`src/rtl/prqs_pkg.sv`:
```
`default_nettype none

package prqs_pkg;

    // Field widths of the command and result transactions.
    localparam int TASK_W  = 8;
    localparam int PRIO_W  = 8;
    localparam int EVT_W   = 32;
    localparam int CMD_W   = 2;
    localparam int ACT_W   = 3;
    localparam int ENTRY_W = 1 + PRIO_W + TASK_W;

    // Defaults for the top-level parameters.
    localparam int MAX_TASKS_DEF  = 16;
    localparam int EVENT_BITS_DEF = 32;

    // Command codes.
    typedef enum logic [CMD_W-1:0] {
        CMD_ADD  = 2'd0,
        CMD_TICK = 2'd1,
        CMD_TERM = 2'd2
    } cmd_t;

    // Result action codes.
    typedef enum logic [ACT_W-1:0] {
        ACT_NONE     = 3'd0,
        ACT_DROP     = 3'd1,
        ACT_IDLE     = 3'd2,
        ACT_DISPATCH = 3'd3,
        ACT_WAIT     = 3'd4,
        ACT_PREEMPT  = 3'd5
    } action_t;

    // One ready queue entry, laid out as full-preempt flag, priority, task id.
    typedef struct packed {
        logic              pf;
        logic [PRIO_W-1:0] prio;
        logic [TASK_W-1:0] id;
    } entry_t;

    // Commands from the controller to the datapath.
    typedef struct packed {
        logic    load;        // capture the accepted transaction
        logic    rd_head;     // read the queue head
        logic    walk_start;  // start the insert walk at the top entry
        logic    walk_step;   // move the insert walk one entry down
        logic    pop;         // head becomes the current task
        logic    requeue;     // with pop: old current task is the entry to insert
        logic    displace;    // report the current task as moved out
        logic    clear_cur;   // drop the current task
        logic    shift_wr;    // move the entry under the walk up by one
        logic    place;       // write the entry to insert and grow the queue
        logic    place_low;   // with place: write it at the bottom slot
        logic    set_action;  // load the action code below
        action_t action;
    } ctrl_cmd_t;

    // Status from the datapath to the controller.
    typedef struct packed {
        cmd_t cmd;
        logic count_zero;
        logic count_full;
        logic cur_valid;
        logic waiting;
        logic cur_pf;
        logic head_higher;  // head priority above the current task's
        logic walk_gt;      // entry under the walk outranks the new entry
        logic idx_zero;
    } dp_status_t;

endpackage

`default_nettype wire

```
`src/rtl/prqs_ram.sv`:
```
`default_nettype none

module prqs_ram #(
    parameter int WIDTH = 17,
    parameter int DEPTH = 16
) (
    input  logic                     clk,
    input  logic                     we,
    input  logic [$clog2(DEPTH)-1:0] waddr,
    input  logic [WIDTH-1:0]         wdata,
    input  logic                     re,
    input  logic [$clog2(DEPTH)-1:0] raddr,
    output logic [WIDTH-1:0]         rdata
);

    logic [WIDTH-1:0] mem [DEPTH];
    logic [WIDTH-1:0] rdata_reg;

    // One write port and one registered read port.
    always_ff @(posedge clk)
    begin
        if (we)
        begin
            mem[waddr] <= wdata;
        end
        if (re)
        begin
            rdata_reg <= mem[raddr];
        end
    end

    assign rdata = rdata_reg;

endmodule

`default_nettype wire

```
`src/rtl/prqs_datapath.sv`:
```
`default_nettype none

module prqs_datapath #(
    parameter int MAX_TASKS  = 16,
    parameter int EVENT_BITS = 32
) (
    input  logic                           clk,
    input  logic                           rst_n,
    input  prqs_pkg::ctrl_cmd_t            ctl,
    output prqs_pkg::dp_status_t           sts,
    input  logic [prqs_pkg::CMD_W-1:0]     cmd,
    input  logic [prqs_pkg::TASK_W-1:0]    task_id,
    input  logic [prqs_pkg::PRIO_W-1:0]    priority_req,
    input  logic                           preempt_full,
    input  logic [prqs_pkg::EVT_W-1:0]     wait_mask,
    input  logic [prqs_pkg::EVT_W-1:0]     wait_value,
    output logic [prqs_pkg::ACT_W-1:0]     action,
    output logic                           dispatch_valid,
    output logic [prqs_pkg::TASK_W-1:0]    dispatch_task,
    output logic                           displaced_valid,
    output logic [prqs_pkg::TASK_W-1:0]    displaced_task,
    output logic                           current_valid
);

    import prqs_pkg::*;

    localparam int CW = $clog2(MAX_TASKS + 1);
    localparam int IW = $clog2(MAX_TASKS);
    localparam logic [EVT_W-1:0] EvtMask = (EVENT_BITS >= EVT_W) ? {EVT_W{1'b1}} :
        EVT_W'((65'(1) << EVENT_BITS) - 65'(1));

    logic [CW-1:0]     count_reg, count_next;
    logic              cur_valid_reg, cur_valid_next;
    logic [TASK_W-1:0] cur_task_reg, cur_task_next;
    logic [PRIO_W-1:0] cur_prio_reg, cur_prio_next;
    logic              cur_pf_reg, cur_pf_next;
    cmd_t              cmd_reg, cmd_next;
    logic              waiting_reg, waiting_next;
    entry_t            ins_reg, ins_next;
    logic [IW-1:0]     idx_reg, idx_next;
    action_t           action_reg, action_next;
    logic              disp_v_reg, disp_v_next;
    logic [TASK_W-1:0] disp_t_reg, disp_t_next;
    logic              dsp_v_reg, dsp_v_next;
    logic [TASK_W-1:0] dsp_t_reg, dsp_t_next;

    logic [EVT_W-1:0]   masked_mask, masked_value;
    logic               waiting_now;
    logic [IW-1:0]      top_idx;
    logic [IW-1:0]      raddr, waddr;
    logic               re, we;
    logic [ENTRY_W-1:0] wdata, rdata_raw;
    entry_t             rdata;

    // Waiting test on the event bits of the accepted transaction.
    assign masked_mask  = wait_mask & EvtMask;
    assign masked_value = wait_value & EvtMask;
    assign waiting_now  = (masked_mask != '0) && (masked_mask != masked_value);

    // The queue is kept in ascending order with the head at the top slot.
    assign top_idx = IW'(count_reg - CW'(1));
    assign re      = ctl.rd_head | ctl.walk_start | ctl.walk_step;
    assign raddr   = ctl.walk_step ? (idx_reg - IW'(1)) : top_idx;
    assign we      = ctl.shift_wr | ctl.place;
    assign waddr   = (ctl.place && ctl.place_low) ? '0 : (idx_reg + IW'(1));
    assign wdata   = ctl.place ? ENTRY_W'(ins_reg) : rdata_raw;
    assign rdata   = entry_t'(rdata_raw);

    prqs_ram #(
        .WIDTH (ENTRY_W),
        .DEPTH (MAX_TASKS)
    ) u_queue (
        .clk   (clk),
        .we    (we),
        .waddr (waddr),
        .wdata (wdata),
        .re    (re),
        .raddr (raddr),
        .rdata (rdata_raw)
    );

    // Next-state logic for the scheduler state and the result.
    always_comb
    begin
        count_next     = count_reg;
        cur_valid_next = cur_valid_reg;
        cur_task_next  = cur_task_reg;
        cur_prio_next  = cur_prio_reg;
        cur_pf_next    = cur_pf_reg;
        cmd_next       = cmd_reg;
        waiting_next   = waiting_reg;
        ins_next       = ins_reg;
        idx_next       = idx_reg;
        action_next    = action_reg;
        disp_v_next    = disp_v_reg;
        disp_t_next    = disp_t_reg;
        dsp_v_next     = dsp_v_reg;
        dsp_t_next     = dsp_t_reg;

        if (ctl.load)
        begin
            cmd_next     = cmd_t'(cmd);
            waiting_next = waiting_now;
            ins_next     = '{pf: preempt_full, prio: priority_req, id: task_id};
            action_next  = ACT_NONE;
            disp_v_next  = 1'b0;
            disp_t_next  = '0;
            dsp_v_next   = 1'b0;
            dsp_t_next   = '0;
        end
        if (ctl.set_action)
        begin
            action_next = ctl.action;
        end
        if (ctl.displace)
        begin
            dsp_v_next = 1'b1;
            dsp_t_next = cur_task_reg;
        end
        if (ctl.clear_cur)
        begin
            cur_valid_next = 1'b0;
        end
        // The head leaves the queue and becomes the current task.
        if (ctl.pop)
        begin
            cur_valid_next = 1'b1;
            cur_task_next  = rdata.id;
            cur_prio_next  = rdata.prio;
            cur_pf_next    = rdata.pf;
            count_next     = count_reg - CW'(1);
            disp_v_next    = 1'b1;
            disp_t_next    = rdata.id;
            if (ctl.requeue)
            begin
                ins_next = '{pf: cur_pf_reg, prio: cur_prio_reg, id: cur_task_reg};
            end
        end
        if (ctl.walk_start)
        begin
            idx_next = top_idx;
        end
        if (ctl.walk_step)
        begin
            idx_next = idx_reg - IW'(1);
        end
        if (ctl.place)
        begin
            count_next = count_reg + CW'(1);
        end
    end

    // Control and result registers.
    always_ff @(posedge clk or negedge rst_n)
    begin
        if (!rst_n)
        begin
            count_reg     <= '0;
            cur_valid_reg <= 1'b0;
            cur_task_reg  <= '0;
            cur_prio_reg  <= '0;
            cur_pf_reg    <= 1'b0;
            cmd_reg       <= CMD_ADD;
            waiting_reg   <= 1'b0;
            action_reg    <= ACT_NONE;
            disp_v_reg    <= 1'b0;
            dsp_v_reg     <= 1'b0;
        end
        else
        begin
            count_reg     <= count_next;
            cur_valid_reg <= cur_valid_next;
            cur_task_reg  <= cur_task_next;
            cur_prio_reg  <= cur_prio_next;
            cur_pf_reg    <= cur_pf_next;
            cmd_reg       <= cmd_next;
            waiting_reg   <= waiting_next;
            action_reg    <= action_next;
            disp_v_reg    <= disp_v_next;
            dsp_v_reg     <= dsp_v_next;
        end
    end

    // Payload registers.
    always_ff @(posedge clk)
    begin
        ins_reg    <= ins_next;
        idx_reg    <= idx_next;
        disp_t_reg <= disp_t_next;
        dsp_t_reg  <= dsp_t_next;
    end

    // Status towards the controller.
    assign sts.cmd         = cmd_reg;
    assign sts.count_zero  = (count_reg == '0);
    assign sts.count_full  = (count_reg == CW'(MAX_TASKS));
    assign sts.cur_valid   = cur_valid_reg;
    assign sts.waiting     = waiting_reg;
    assign sts.cur_pf      = cur_pf_reg;
    assign sts.head_higher = (cur_prio_reg < rdata.prio);
    assign sts.walk_gt     = (rdata.prio > ins_reg.prio);
    assign sts.idx_zero    = (idx_reg == '0);

    // Result ports.
    assign action          = action_reg;
    assign dispatch_valid  = disp_v_reg;
    assign dispatch_task   = disp_t_reg;
    assign displaced_valid = dsp_v_reg;
    assign displaced_task  = dsp_t_reg;
    assign current_valid   = cur_valid_reg;

endmodule

`default_nettype wire

```
`src/rtl/prqs_ctrl.sv`:
```
`default_nettype none

module prqs_ctrl (
    input  logic                 clk,
    input  logic                 rst_n,
    input  logic                 start,
    output logic                 busy,
    output logic                 done,
    input  prqs_pkg::dp_status_t sts,
    output prqs_pkg::ctrl_cmd_t  ctl
);

    import prqs_pkg::*;

    typedef enum logic [2:0] {
        S_IDLE,
        S_DECIDE,
        S_HEAD_POP,
        S_HEAD_CHK,
        S_INS_START,
        S_INS_CMP,
        S_INS_BOTTOM
    } state_t;

    state_t state_reg, state_next;
    logic   done_reg, done_next;

    // Sequencing of one transaction.
    always_comb
    begin
        state_next = state_reg;
        done_next  = 1'b0;
        ctl        = '0;

        unique case (state_reg)
            S_IDLE:
            begin
                if (start)
                begin
                    ctl.load   = 1'b1;
                    state_next = S_DECIDE;
                end
            end

            S_DECIDE:
            begin
                unique case (sts.cmd)
                    CMD_ADD:
                    begin
                        if (sts.count_full)
                        begin
                            ctl.set_action = 1'b1;
                            ctl.action     = ACT_DROP;
                            state_next     = S_IDLE;
                            done_next      = 1'b1;
                        end
                        else
                        begin
                            state_next = S_INS_START;
                        end
                    end

                    CMD_TICK:
                    begin
                        if (!sts.cur_valid)
                        begin
                            ctl.set_action = 1'b1;
                            if (sts.count_zero)
                            begin
                                ctl.action = ACT_IDLE;
                                state_next = S_IDLE;
                                done_next  = 1'b1;
                            end
                            else
                            begin
                                ctl.action  = ACT_DISPATCH;
                                ctl.rd_head = 1'b1;
                                state_next  = S_HEAD_POP;
                            end
                        end
                        else if (sts.waiting)
                        begin
                            // The current task goes to wait; the head follows it.
                            ctl.set_action = 1'b1;
                            ctl.action     = ACT_WAIT;
                            ctl.displace   = 1'b1;
                            ctl.clear_cur  = 1'b1;
                            if (sts.count_zero)
                            begin
                                state_next = S_IDLE;
                                done_next  = 1'b1;
                            end
                            else
                            begin
                                ctl.rd_head = 1'b1;
                                state_next  = S_HEAD_POP;
                            end
                        end
                        else if (sts.cur_pf && !sts.count_zero)
                        begin
                            ctl.rd_head = 1'b1;
                            state_next  = S_HEAD_CHK;
                        end
                        else
                        begin
                            state_next = S_IDLE;
                            done_next  = 1'b1;
                        end
                    end

                    CMD_TERM:
                    begin
                        ctl.clear_cur = 1'b1;
                        state_next    = S_IDLE;
                        done_next     = 1'b1;
                    end

                    default:
                    begin
                        state_next = S_IDLE;
                        done_next  = 1'b1;
                    end
                endcase
            end

            S_HEAD_POP:
            begin
                ctl.pop    = 1'b1;
                state_next = S_IDLE;
                done_next  = 1'b1;
            end

            // Preemption check: a head that outranks a fully preemptive current task replaces it.
            S_HEAD_CHK:
            begin
                if (sts.head_higher)
                begin
                    ctl.pop        = 1'b1;
                    ctl.requeue    = 1'b1;
                    ctl.displace   = 1'b1;
                    ctl.set_action = 1'b1;
                    ctl.action     = ACT_PREEMPT;
                    state_next     = S_INS_START;
                end
                else
                begin
                    state_next = S_IDLE;
                    done_next  = 1'b1;
                end
            end

            S_INS_START:
            begin
                if (sts.count_zero)
                begin
                    ctl.place     = 1'b1;
                    ctl.place_low = 1'b1;
                    state_next    = S_IDLE;
                    done_next     = 1'b1;
                end
                else
                begin
                    ctl.walk_start = 1'b1;
                    state_next     = S_INS_CMP;
                end
            end

            // Entries that outrank the new one move up one slot at a time.
            S_INS_CMP:
            begin
                if (sts.walk_gt)
                begin
                    ctl.shift_wr = 1'b1;
                    if (sts.idx_zero)
                    begin
                        state_next = S_INS_BOTTOM;
                    end
                    else
                    begin
                        ctl.walk_step = 1'b1;
                    end
                end
                else
                begin
                    ctl.place  = 1'b1;
                    state_next = S_IDLE;
                    done_next  = 1'b1;
                end
            end

            S_INS_BOTTOM:
            begin
                ctl.place     = 1'b1;
                ctl.place_low = 1'b1;
                state_next    = S_IDLE;
                done_next     = 1'b1;
            end

            default:
            begin
                state_next = S_IDLE;
            end
        endcase
    end

    // State and result strobe.
    always_ff @(posedge clk or negedge rst_n)
    begin
        if (!rst_n)
        begin
            state_reg <= S_IDLE;
            done_reg  <= 1'b0;
        end
        else
        begin
            state_reg <= state_next;
            done_reg  <= done_next;
        end
    end

    assign busy = (state_reg != S_IDLE);
    assign done = done_reg;

endmodule

`default_nettype wire

```
`src/rtl/priority_ready_queue_scheduler.sv`:
```
`default_nettype none

// Ready queue for a priority task scheduler, with one current task.
// A command transaction is taken at a rising edge with start high and busy
// low: cmd selects add task, schedule tick or terminate current task.
// Each command yields exactly one result transaction, shown for one cycle
// with done high: action, dispatched task, displaced task and whether a
// current task remains. The receiver cannot stall; done is a plain strobe.
// The sorted insert of an add or a preempting tick moves one queue entry per
// cycle through the single write port of the queue memory. busy drops in the
// cycle that done is high, so the next command may be taken then; one command
// is in work at a time.
// Reset empties the queue and clears the current task; queue memory
// contents need no clearing, only slots below the fill count are read.

module priority_ready_queue_scheduler #(
    parameter int MAX_TASKS  = prqs_pkg::MAX_TASKS_DEF,
    parameter int EVENT_BITS = prqs_pkg::EVENT_BITS_DEF
) (
    input  logic                        clk,
    input  logic                        rst_n,
    input  logic                        start,
    output logic                        busy,
    input  logic [prqs_pkg::CMD_W-1:0]  cmd,
    input  logic [prqs_pkg::TASK_W-1:0] task_id,
    input  logic [prqs_pkg::PRIO_W-1:0] priority_req,
    input  logic                        preempt_full,
    input  logic [prqs_pkg::EVT_W-1:0]  wait_mask,
    input  logic [prqs_pkg::EVT_W-1:0]  wait_value,
    output logic                        done,
    output logic [prqs_pkg::ACT_W-1:0]  action,
    output logic                        dispatch_valid,
    output logic [prqs_pkg::TASK_W-1:0] dispatch_task,
    output logic                        displaced_valid,
    output logic [prqs_pkg::TASK_W-1:0] displaced_task,
    output logic                        current_valid
);

    import prqs_pkg::*;

    ctrl_cmd_t  ctl;
    dp_status_t sts;

    // Sequencer.
    prqs_ctrl u_ctrl (
        .clk   (clk),
        .rst_n (rst_n),
        .start (start),
        .busy  (busy),
        .done  (done),
        .sts   (sts),
        .ctl   (ctl)
    );

    // Queue memory, current task and result registers.
    prqs_datapath #(
        .MAX_TASKS  (MAX_TASKS),
        .EVENT_BITS (EVENT_BITS)
    ) u_datapath (
        .clk             (clk),
        .rst_n           (rst_n),
        .ctl             (ctl),
        .sts             (sts),
        .cmd             (cmd),
        .task_id         (task_id),
        .priority_req    (priority_req),
        .preempt_full    (preempt_full),
        .wait_mask       (wait_mask),
        .wait_value      (wait_value),
        .action          (action),
        .dispatch_valid  (dispatch_valid),
        .dispatch_task   (dispatch_task),
        .displaced_valid (displaced_valid),
        .displaced_task  (displaced_task),
        .current_valid   (current_valid)
    );

endmodule

`default_nettype wire
```
`config.mk`:
```
export PLATFORM = sky130hd
export DESIGN_NAME = priority_ready_queue_scheduler
export DESIGN_NICKNAME = d
export VERILOG_FILES = /design/src/rtl/prqs_pkg.sv /design/src/rtl/prqs_ram.sv /design/src/rtl/prqs_datapath.sv /design/src/rtl/prqs_ctrl.sv /design/src/rtl/priority_ready_queue_scheduler.sv
export SDC_FILE = /design/constraint.sdc
export NUM_CORES = 1
export LEC_CHECK = 0
export ABC_AREA = 1
export BUFFER_PORTS_ARGS = -buffer_cell sky130_fd_sc_hd__buf_2
export CORE_ASPECT_RATIO = 1.75
export CORE_UTILIZATION = 45
export CTS_CLUSTER_DIAMETER = 50
export DETAILED_ROUTE_END_ITERATION = 10
export PLACE_DENSITY = 0.63
export SKIP_CTS_REPAIR_TIMING = 1
export SYNTH_ARGS = -nofsm -noshare
export SYNTH_HDL_FRONTEND = slang
export SYNTH_SLANG_ARGS = --single-unit
```
`constraint.sdc`:
```
create_clock -name clk -period 4.5 [get_ports clk]
set_input_delay 0.225 -clock clk [delete_from_list [all_inputs] [get_ports clk]]
set_output_delay 0.225 -clock clk [all_outputs]
set_load 0.01 [all_outputs]
```
# Yosys cells after proc, flatten, opt, wreduce, memory -nomap -nowiden
# Memory sizes are Yosys's and may differ from the RTL's. A register that Yosys moved wholly into a read port is not among the register bits.
# Cells that the tools add are included.
word_totals:
  register_bits: 72
  ram_bits: 272
  input_bits: 86
  memories: 1
memory_table:
  columns: ["memory", "words", "width", "rd", "rd_clocked_by_memory_dff", "wr", "line_no", "rtl"]
  rows:
  - ["u_datapath.u_queue.mem", 16, 17, 1, 1, 1, "prqs_ram.sv:16", "logic [WIDTH-1:0] mem [DEPTH];"]
classes:
  n_addsub: 4
  magnitude_cmp: 2
  n_eq_ne: 12
  n_mux: 76
  bitwise: 3
  reduce_logical: 18
ops:
  columns: ["cell", "n"]
  rows:
  - ["17-bit two-way mux", 4]
  - ["1-bit two-way mux", 32]
  - ["4-bit two-way mux", 8]
  - ["32-bit inequality test", 1]
  - ["32-bit nonzero test", 1]
  - ["3-bit two-way mux", 10]
  - ["8-bit two-way mux", 3]
  - ["4-bit one-hot mux with 2 select lines", 2]
  - ["3-bit one-hot mux with 5 select lines", 1]
  - ["2-bit two-way mux", 6]
  - ["2-bit nonzero test", 6]
  - ["5-bit two-way mux", 2]
  - ["1-bit one-hot mux with 2 select lines", 5]
  - ["3-bit equality test (second input constant)", 3]
  - ["8-bit > comparator", 1]
  - ["8-bit < comparator", 1]
  - ["3-bit by 2-bit equality test with 1-bit output (second input constant)", 2]
  - ["3-bit one-hot mux with 2 select lines", 1]
  - ["5-bit by 1-bit adder with 5-bit output (second input constant)", 1]
  - ["5-bit equality test (second input constant)", 1]
  - ["5-bit logical NOT", 1]
  - ["1-bit one-hot mux with 5 select lines", 1]
  - ["5-bit by 1-bit subtractor with 5-bit output (second input constant)", 1]
  - ["4-bit by 1-bit adder with 4-bit output (second input constant)", 1]
  - ["16 further kinds", 20]

# Logic depth before layout (Yosys ltp)
# Gate-level depths: netlist of the first run.
depth:
  ltp_word: 10
  depth_mapped: 19
  depth_no_buf: 18

# Modules after synthesis
# From an unflattened synthesis of the first run, not the netlist that was laid out.
hier_totals:
  cells_unflattened: 1775
  area_unflattened_um2: 16768.6
modules_own_cells:
  columns: ["mod", "instances", "cells_per_inst", "area_each_um2", "seq_area_each_um2"]
  rows:
  - ["prqs_ram", 1, 1139, 12197.9, 8678.3]
  - ["prqs_datapath", 1, 547, 4083.9, 1716.6]
  - ["prqs_ctrl", 1, 89, 486.7, 100.1]

# Worst setup path before layout of the first run
# OpenSTA, ideal clock, no wires.
synth_path:
  kind: "register -> register"
  start: "register u_datapath.u_queue.rdata_reg[15] (netlist: u_datapath.u_queue.rdata[15]), read port of u_datapath.u_queue.mem"
  end: "memory u_datapath.u_queue.mem[10][0], enable pin"
  setup_time_ns: 0.435
  arrival_time_ns: 3.324
  path_slack_ns: 0.742
  stages_incl_launch_ff: 12
  path_buffers: 0
  path_cell_list: "edfxtp_1 ha_1 a21o_1 nor2_1 nand2_2 nand2_1 nand2_1 nand3_1 inv_1 nand2_1 inv_1 nor4_1"
synth_between:
  elab_chain_len: 6
synth_rtl:
  columns: ["element", "line_no", "rtl"]
  rows:
  - ["start: declaration", "prqs_ram.sv:17", "logic [WIDTH-1:0] rdata_reg;"]
  - ["8-bit > comparator (*)", "prqs_datapath.sv:201", "assign sts.walk_gt = (rdata.prio > ins_reg.prio);"]
  - ["1-bit two-way mux", "prqs_ctrl.sv:171", "if (sts.walk_gt)"]
  - ["1-bit one-hot mux with 3 select lines / 1-bit two-way mux (equally long branches)", "prqs_ctrl.sv:35", "unique case (state_reg)"]
  - ["1-bit bitwise OR", "prqs_datapath.sv:64", "assign we = ctl.shift_wr | ctl.place;"]
  - ["1-bit two-way mux", "prqs_ram.sv:22", "if (we)"]
  - ["1-bit two-way mux (implied by the code)", "prqs_ram.sv:24", "mem[waddr] <= wdata;"]
  - ["end: declaration", "prqs_ram.sv:16", null]
# Every way passes the cells marked *; elsewhere a longest branch is shown, timed or not.

# Worst setup path after layout of the first run
layout_path:
  start: "register u_datapath.u_queue.rdata_reg[15] (netlist: u_datapath.u_queue.rdata[15]), read port of u_datapath.u_queue.mem"
  end: "register u_datapath.u_queue.rdata_reg[9] (netlist: u_datapath.u_queue.rdata[9]), read port of u_datapath.u_queue.mem, data pin"
layout_between:
  elab_chain_len: 4
layout_rtl:
  columns: ["element", "line_no"]
  rows:
  - ["8-bit > comparator (*)", "prqs_datapath.sv:201"]
  - ["1-bit two-way mux (*)", "prqs_ctrl.sv:171"]
  - ["1-bit two-way mux (*)", "prqs_ctrl.sv:35"]
  - ["4-bit two-way mux / 1-bit bitwise OR (equally long branches)", "prqs_datapath.sv:63, prqs_datapath.sv:62"]
# Marks and branches as above.
# A chain may end at the register's enable or synchronous reset.

==> results of run 1 <==
worst paths after layout:
kind                                         startpoint                          end  slack, ns  depth (start not counted)
setup / recovery           u_datapath.u_queue.rdata[15]  u_datapath.u_queue.rdata[9]       1.08                         12
hold / removal                          priority_req[7]       u_datapath.ins_reg[15]      -0.02                          3
setup reg to reg           u_datapath.u_queue.rdata[15]  u_datapath.u_queue.rdata[9]       1.08                         12
hold reg to reg              u_datapath.displaced_valid   u_datapath.displaced_valid       0.48                          2
max in group asynchronous                         rst_n      u_datapath.count_reg[0]       3.63                          2
min in group asynchronous                         rst_n       u_datapath.waiting_reg       0.34                          2
cell usage in the layout, fill, tap and decap left out, types with 22 or more instances in the layout:
| master | Yosys | final |
|---|---|---|
| buf_2 | 34 | 109 |
| buf_4 | 11 | 37 |
| clkbuf_16 | 0 | 36 |
| dfrtp_1 | 35 | 35 |
| edfxtp_1 | 309 | 309 |
| ha_1 | 22 | 22 |
| inv_1 | 327 | 327 |
| nand2_1 | 362 | 360 |
| nand3_1 | 294 | 294 |
| nand3b_1 | 51 | 51 |
| nor2_1 | 34 | 34 |
| o21ai_0 | 50 | 50 |
| xnor2_1 | 23 | 23 |
layer usage:
layer  wire length, µm  share of wire [%]  track usage, %  vias to the layer above
met4              2190                4.9            12.3                        0
li1                  -                  -               -                     5861
met3              2220                5.0            2.80                      135
met2             23500                 52            43.9                      488
met1             16900                 38            26.7                     5927
met5                 0                  0               0                        -
kinds of logic (layout without fill, tap and decap cells):
logic type | Yosys count | in the layout | share of synthesized area [%]
AOI/OAI and AO/OA | 93 | 93 | 3.46
adders and majority gates | 22 | 22 | 1.63
DFF | 361 | 361 | 62.1
buffers and inverters | 406 | 560 | 9.62
xor gates and xnor gates | 29 | 29 | 1.50
and+or+nand+nor | 788 | 788 | 21.6
worst reg2reg max path: stages, from the launching register on:
cell      delay [ns]
edfxtp_1        0.42
ha_1            0.32
nand2_1         0.09
nor2_2          0.17
nand2_1         0.08
nand2_2         0.13
nand3_4         0.21
o21ai_4         0.86
buf_4           0.45
nand3_1         0.13
nand3_1         0.09
nand3_1         0.16
nand2_1         0.15
layout make-up:
| class | instances | area share [%] |
|---|---|---|
| repair buffers | 166 | 5.42 |
| multi-input cells | 932 | 24.7 |
| inverters | 330 | 6.39 |
| well taps | 475 | 3.06 |
| clock buffers | 39 | 4.70 |
| clock inverters | 25 | 1.71 |
| flip-flops and latches | 361 | 54.0 |
power breakdown:
| part | internal [W] | switching [W] | total, W | leakage [nW] |
|---|---|---|---|---|
| Sequential | 0.00499 | 0.000301 | 0.00529 | 3.39 |
| Combinational | 0.00192 | 0.00478 | 0.00669 | 4.58 |
| Clock | 0.00189 | 0.00131 | 0.00320 | 0.603 |
through the flow:
stage	hold WS [ns]	total power, W
finish	-0.0243	0.0152
global route	0.00428	0.0161
floorplan	-0.0706	0.00967
global placement	0.377	0.0119
CTS	-0.182	0.0152
detailed placement	0.381	0.0120
==> results.json, run 1 <==
{
  "ys_types": 42,
  "clockBufferDepth": 3,
  "syn2layout_area_growth_pct": 15.0,
  "ys.flop_type": "edfxtp_1",
  "violations": "negative hold slack",
  "cts.htree.levels": 2,
  "clock-sinks": 361,
  "rsz0062_at_grt": "false",
  "synth_area_um2": 16900,
  "routed_wl_mm": 44.8,
  "nets": 1934,
  "yosys-top-cells-area": "edfxtp_1 55%, nand3_1 8.7%, nand2_1 8.0%, inv_1 7.3%, dfrtp_1 5.2%",
  "synth_edf_count": 309,
  "drt-initial-drc-count": 998,
  "clk_latency_ns": 0.54,
  "largest_reg_flops": 272,
  "core_area_um2": 36900,
  "critical_path_arrival_ns": 3.79,
  "grt_pass1_vias": 12485,
  "die-height_um": 258,
  "place_hpwl_mm": 27.6,
  "cp_num_buf_inv": 1,
  "fillers": 3213,
  "vdd_drop_max_mv": 0.421,
  "place_congestion": 0.888,
  "vias": 12411,
  "async_flop_share_pct": 9.70,
  "fin_setup_tns_ns": 0,
  "drive_gt1_share_pct": 12.5,
  "setup_viol": 0,
  "final-max-slew-violation-count": 0,
  "seq_area_frac_synth_pct": 62.1,
  "yosys_warnings": 0,
  "synthCells": 1699,
  "timing.final.ws_setup_ns": 1.08,
  "crit_family": "simple AND/OR/NAND/NOR gates",
  "min_path_type": "primary input to flop",
  "multiInputGateArea_um2": 4790,
  "antenna_cells": 0,
  "boundaryPins": 110,
  "hold_viol_final": 1,
  "synth_seq_cells": 361,
  "synth_top_area_share_pct": 54.9,
  "synth_most_common_cell": "nand2_1",
  "fin_area_um2": 19400,
  "synth_nets": 1807,
  "drc": 0,
  "fin_skew_ns": 0.0226,
  "die_width_um": 148,
  "antenna_left": 0,
  "dr.pass1.iters": 6,
  "grt_pass1_wl_mm": 69.0,
  "powerDensity_nw_per_um2": 781,
  "cp_cell_sequence": "ha_1 -> nand2_1 -> nor2_2 -> nand2_1 -> nand2_2 -> nand3_4 -> o21ai_4 -> buf_4 -> nand3_1 -> nand3_1 -> nand3_1 -> nand2_1",
  "status": "finished with violations",
  "slew_headroom_pct": 20.1,
  "synth.avg_cell_area_um2": 9.94,
  "path_class": "flop to flop",
  "post-route-min-period_ns": 3.42,
  "antenna_found_initial": 0,
  "slowest_delay_ns": 0.85,
  "final_cells": 2328,
  "endpoint_kind": "flop",
  "dpl_cell_area_um2": 18000,
  "crit_slowest_cell": "o21ai_4",
  "holdWs_ns": -0.0243,
  "wl_per_cell_um": 19.2,
  "synth_common_cells": "362 x nand2_1, 327 x inv_1, 309 x edfxtp_1",
  "die_area_um2": 38300,
  "rows": 93,
  "tightest_slew_ns": 1.20,
  "portBuffers": 109,
  "initial_utilization_pct": 45.8,
  "required_ns": 4.88,
  "post-place-ws_ns": 1.12,
  "critPathLaunchType": "flop",
  "post_drt_via_cell_ratio": 5.33,
  "tritoncts": "built",
  "synth_top_cell_by_area": "edfxtp_1",
  "dp_cells": 2247,
  "track_usage_pct": 23.9,
  "root_buffer": "clkbuf_16",
  "fin_crit_sh_pct": 75.9,
  "grt_max_degree": 62,
  "clkTransAtPathRegs_ns": 0.06,
  "cap_viol_max_count": 0,
  "fin_util_pct": 52.6,
  "grt_overflow": 0,
  "regArea_um2": 10500,
  "cts_buffers": 35,
  "p_leak_nw": 8.57,
  "fmax_ghz": 0.293,
  "crit_path_max_fanout": 27
}
Note: power is estimated with default switching activity, not from simulation.
==> inputs of run 2 (changes only) <==
PLACE_DENSITY = 0.66   (was 0.63)
clock period = 3.1 ns   (was 4.5 ns; I/O delays follow)
==> results.json, run 2 (same netlist as run 1, synthesis figures left out) <==
{
  "status": "finished with violations",
  "violations": "negative hold slack",
  "grt_pass1_vias": 12319,
  "clock-sinks": 361,
  "die-height_um": 258,
  "critPathLaunchType": "flop",
  "powerDensity_nw_per_um2": 1120,
  "die_width_um": 148,
  "grt_overflow": 0,
  "drive_gt1_share_pct": 13.5,
  "vias": 12490,
  "wl_per_cell_um": 19.2,
  "setup_viol": 0,
  "clkTransAtPathRegs_ns": 0.07,
  "track_usage_pct": 24.0,
  "routed_wl_mm": 45.1,
  "hold_viol_final": 2,
  "min_path_type": "primary input to flop",
  "grt_pass1_wl_mm": 68.9,
  "crit_path_max_fanout": 15,
  "rsz0062_at_grt": "false",
  "dr_wl_met3_mm": 2.59,
  "top_layer_used": "met4",
  "cts.htree.levels": 1,
  "wl_met2_mm": 24.2,
  "min_from": "start",
  "place_hpwl_mm": 29.2,
  "clockBufferDepth": 3,
  "slew_headroom_pct": 42.3,
  "largest_reg_flops": 272,
  "ff2ff_path_depth": 15,
  "fin_setup_tns_ns": 0,
  "syn2layout_area_growth_pct": 17.4,
  "r2r_end": "u_datapath.u_queue.rdata[4]",
  "boundaryPins": 110,
  "place_congestion": 0.908,
  "holdWs_ns": -0.0282,
  "antenna_left": 0,
  "r2r_slack_ns": 0.22,
  "grt_max_degree": 53,
  "die_area_um2": 38300,
  "portBuffers": 109,
  "mostFrequentLayoutCells": "360 x nand2_1, 327 x inv_1, 309 x edfxtp_1, 294 x nand3_1, 109 x buf_2",
  "required_ns": 3.43,
  "whs_path_depth": 3,
  "dpl_cell_area_um2": 18500,
  "antenna_cells": 0,
  "fin_skew_ns": 0.0133,
  "tightest_slew_ns": 0.865,
  "finalPower_w": 0.0223,
  "layout_commonest_cell": "nand2_1",
  "drc": 0,
  "post_drt_via_cell_ratio": 5.31,
  "dp_cells": 2272,
  "tritoncts": "built",
  "critical_path_arrival_ns": 3.21,
  "drt-initial-drc-count": 940,
  "fin_crit_sh_pct": 92.8,
  "nets": 1965,
  "post-route-min-period_ns": 2.88,
  "core_area_um2": 36900,
  "vdd_drop_max_mv": 0.599,
  "root_buffer": "clkbuf_16",
  "clk_latency_ns": 0.58,
  "final-max-slew-violation-count": 0,
  "rows": 93,
  "final_cells": 2354,
  "path_class": "flop to flop",
  "initial_utilization_pct": 45.8,
  "endpoint_kind": "flop",
  "fin_area_um2": 19800,
  "wirelength_met1_mm": 15.8,
  "rr_startpoint": "u_datapath.u_queue.rdata[15]",
  "min_to": "u_ctrl.state_reg[1]",
  "cap_viol_max_count": 0,
  "fmax_ghz": 0.348,
  "p_leak_nw": 8.74,
  "antenna_found_initial": 0,
  "dr.pass1.iters": 6,
  "cts_buffers": 31
}
-- run 2: how the worst max path moves through the flow --
| stage | to | from | slack [ns] |
|---|---|---|---|
| 2_1_floorplan | u_datapath.u_queue.mem[10][0] | u_datapath.u_queue.rdata[15] | 0.05 |
| 3_3_place_gp | u_datapath.u_queue.rdata[12] | u_datapath.u_queue.rdata[15] | 0.17 |
| 3_5_place_dp | u_datapath.u_queue.rdata[13] | u_datapath.u_queue.rdata[15] | 0.15 |
| 4_1_cts | u_datapath.u_queue.rdata[12] | u_datapath.u_queue.rdata[15] | 0.11 |
| 5_1_grt | u_datapath.u_queue.rdata[12] | u_datapath.u_queue.rdata[15] | 0.07 |
| 6_report | u_datapath.u_queue.rdata[4] | u_datapath.u_queue.rdata[15] | 0.22 |
-- run 2: final cells by class --
cell class,count,area [µm²]
fill,3191,17100
sequential,361,10500
multi-input combinational,932,4800
timing repair buffer,201,1690
inverter,330,1240
clock buffer,36,795
tap,475,594
clock inverter,19,223
-- run 2: power breakdown --
| group | internal, W | switching (W) |
|---|---|---|
| clock network | 0.00218 | 0.00177 |
| logic | 0.00351 | 0.00714 |
| registers | 0.00723 | 0.000453 |
| total | 0.0129 | 0.00936 |
-- run 2: critical path, cell delays in order, from the launching register on --
cell and delay [ns]:
edfxtp_1 0.45, ha_1 0.34, nand2_1 0.12, nor2_2 0.16, nand2_1 0.08, nand2_2 0.13, nand3_4 0.10, buf_4 0.20
nand2_1 0.11, o21ai_4 0.07, buf_12 0.16, inv_2 0.08, buf_4 0.24, nand3_1 0.11, nand3_1 0.18, nand2_1 0.07
-- run 2: through the flow --
stage / utilization [%] / setup slack (ns) / hold WS, ns
finish: 53.8 / 0.224 / -0.0282
global route: 53.8 / 0.0699 / 0.0381
CTS: 53.0 / 0.113 / -0.303
detailed placement: 50.3 / 0.150 / 0.318
global placement: 50.3 / 0.165 / 0.317
floorplan: - / 0.0549 / -0.141
-- run 2: per-layer routing --
| layer | global-route usage (%) | vias up |
|---|---|---|
| met2 | 45.2 | 462 |
| li1 | - | 5924 |
| met1 | 25.6 | 5973 |
| met5 | 0 | - |
| met4 | 12.8 | 0 |
| met3 | 2.83 | 131 |
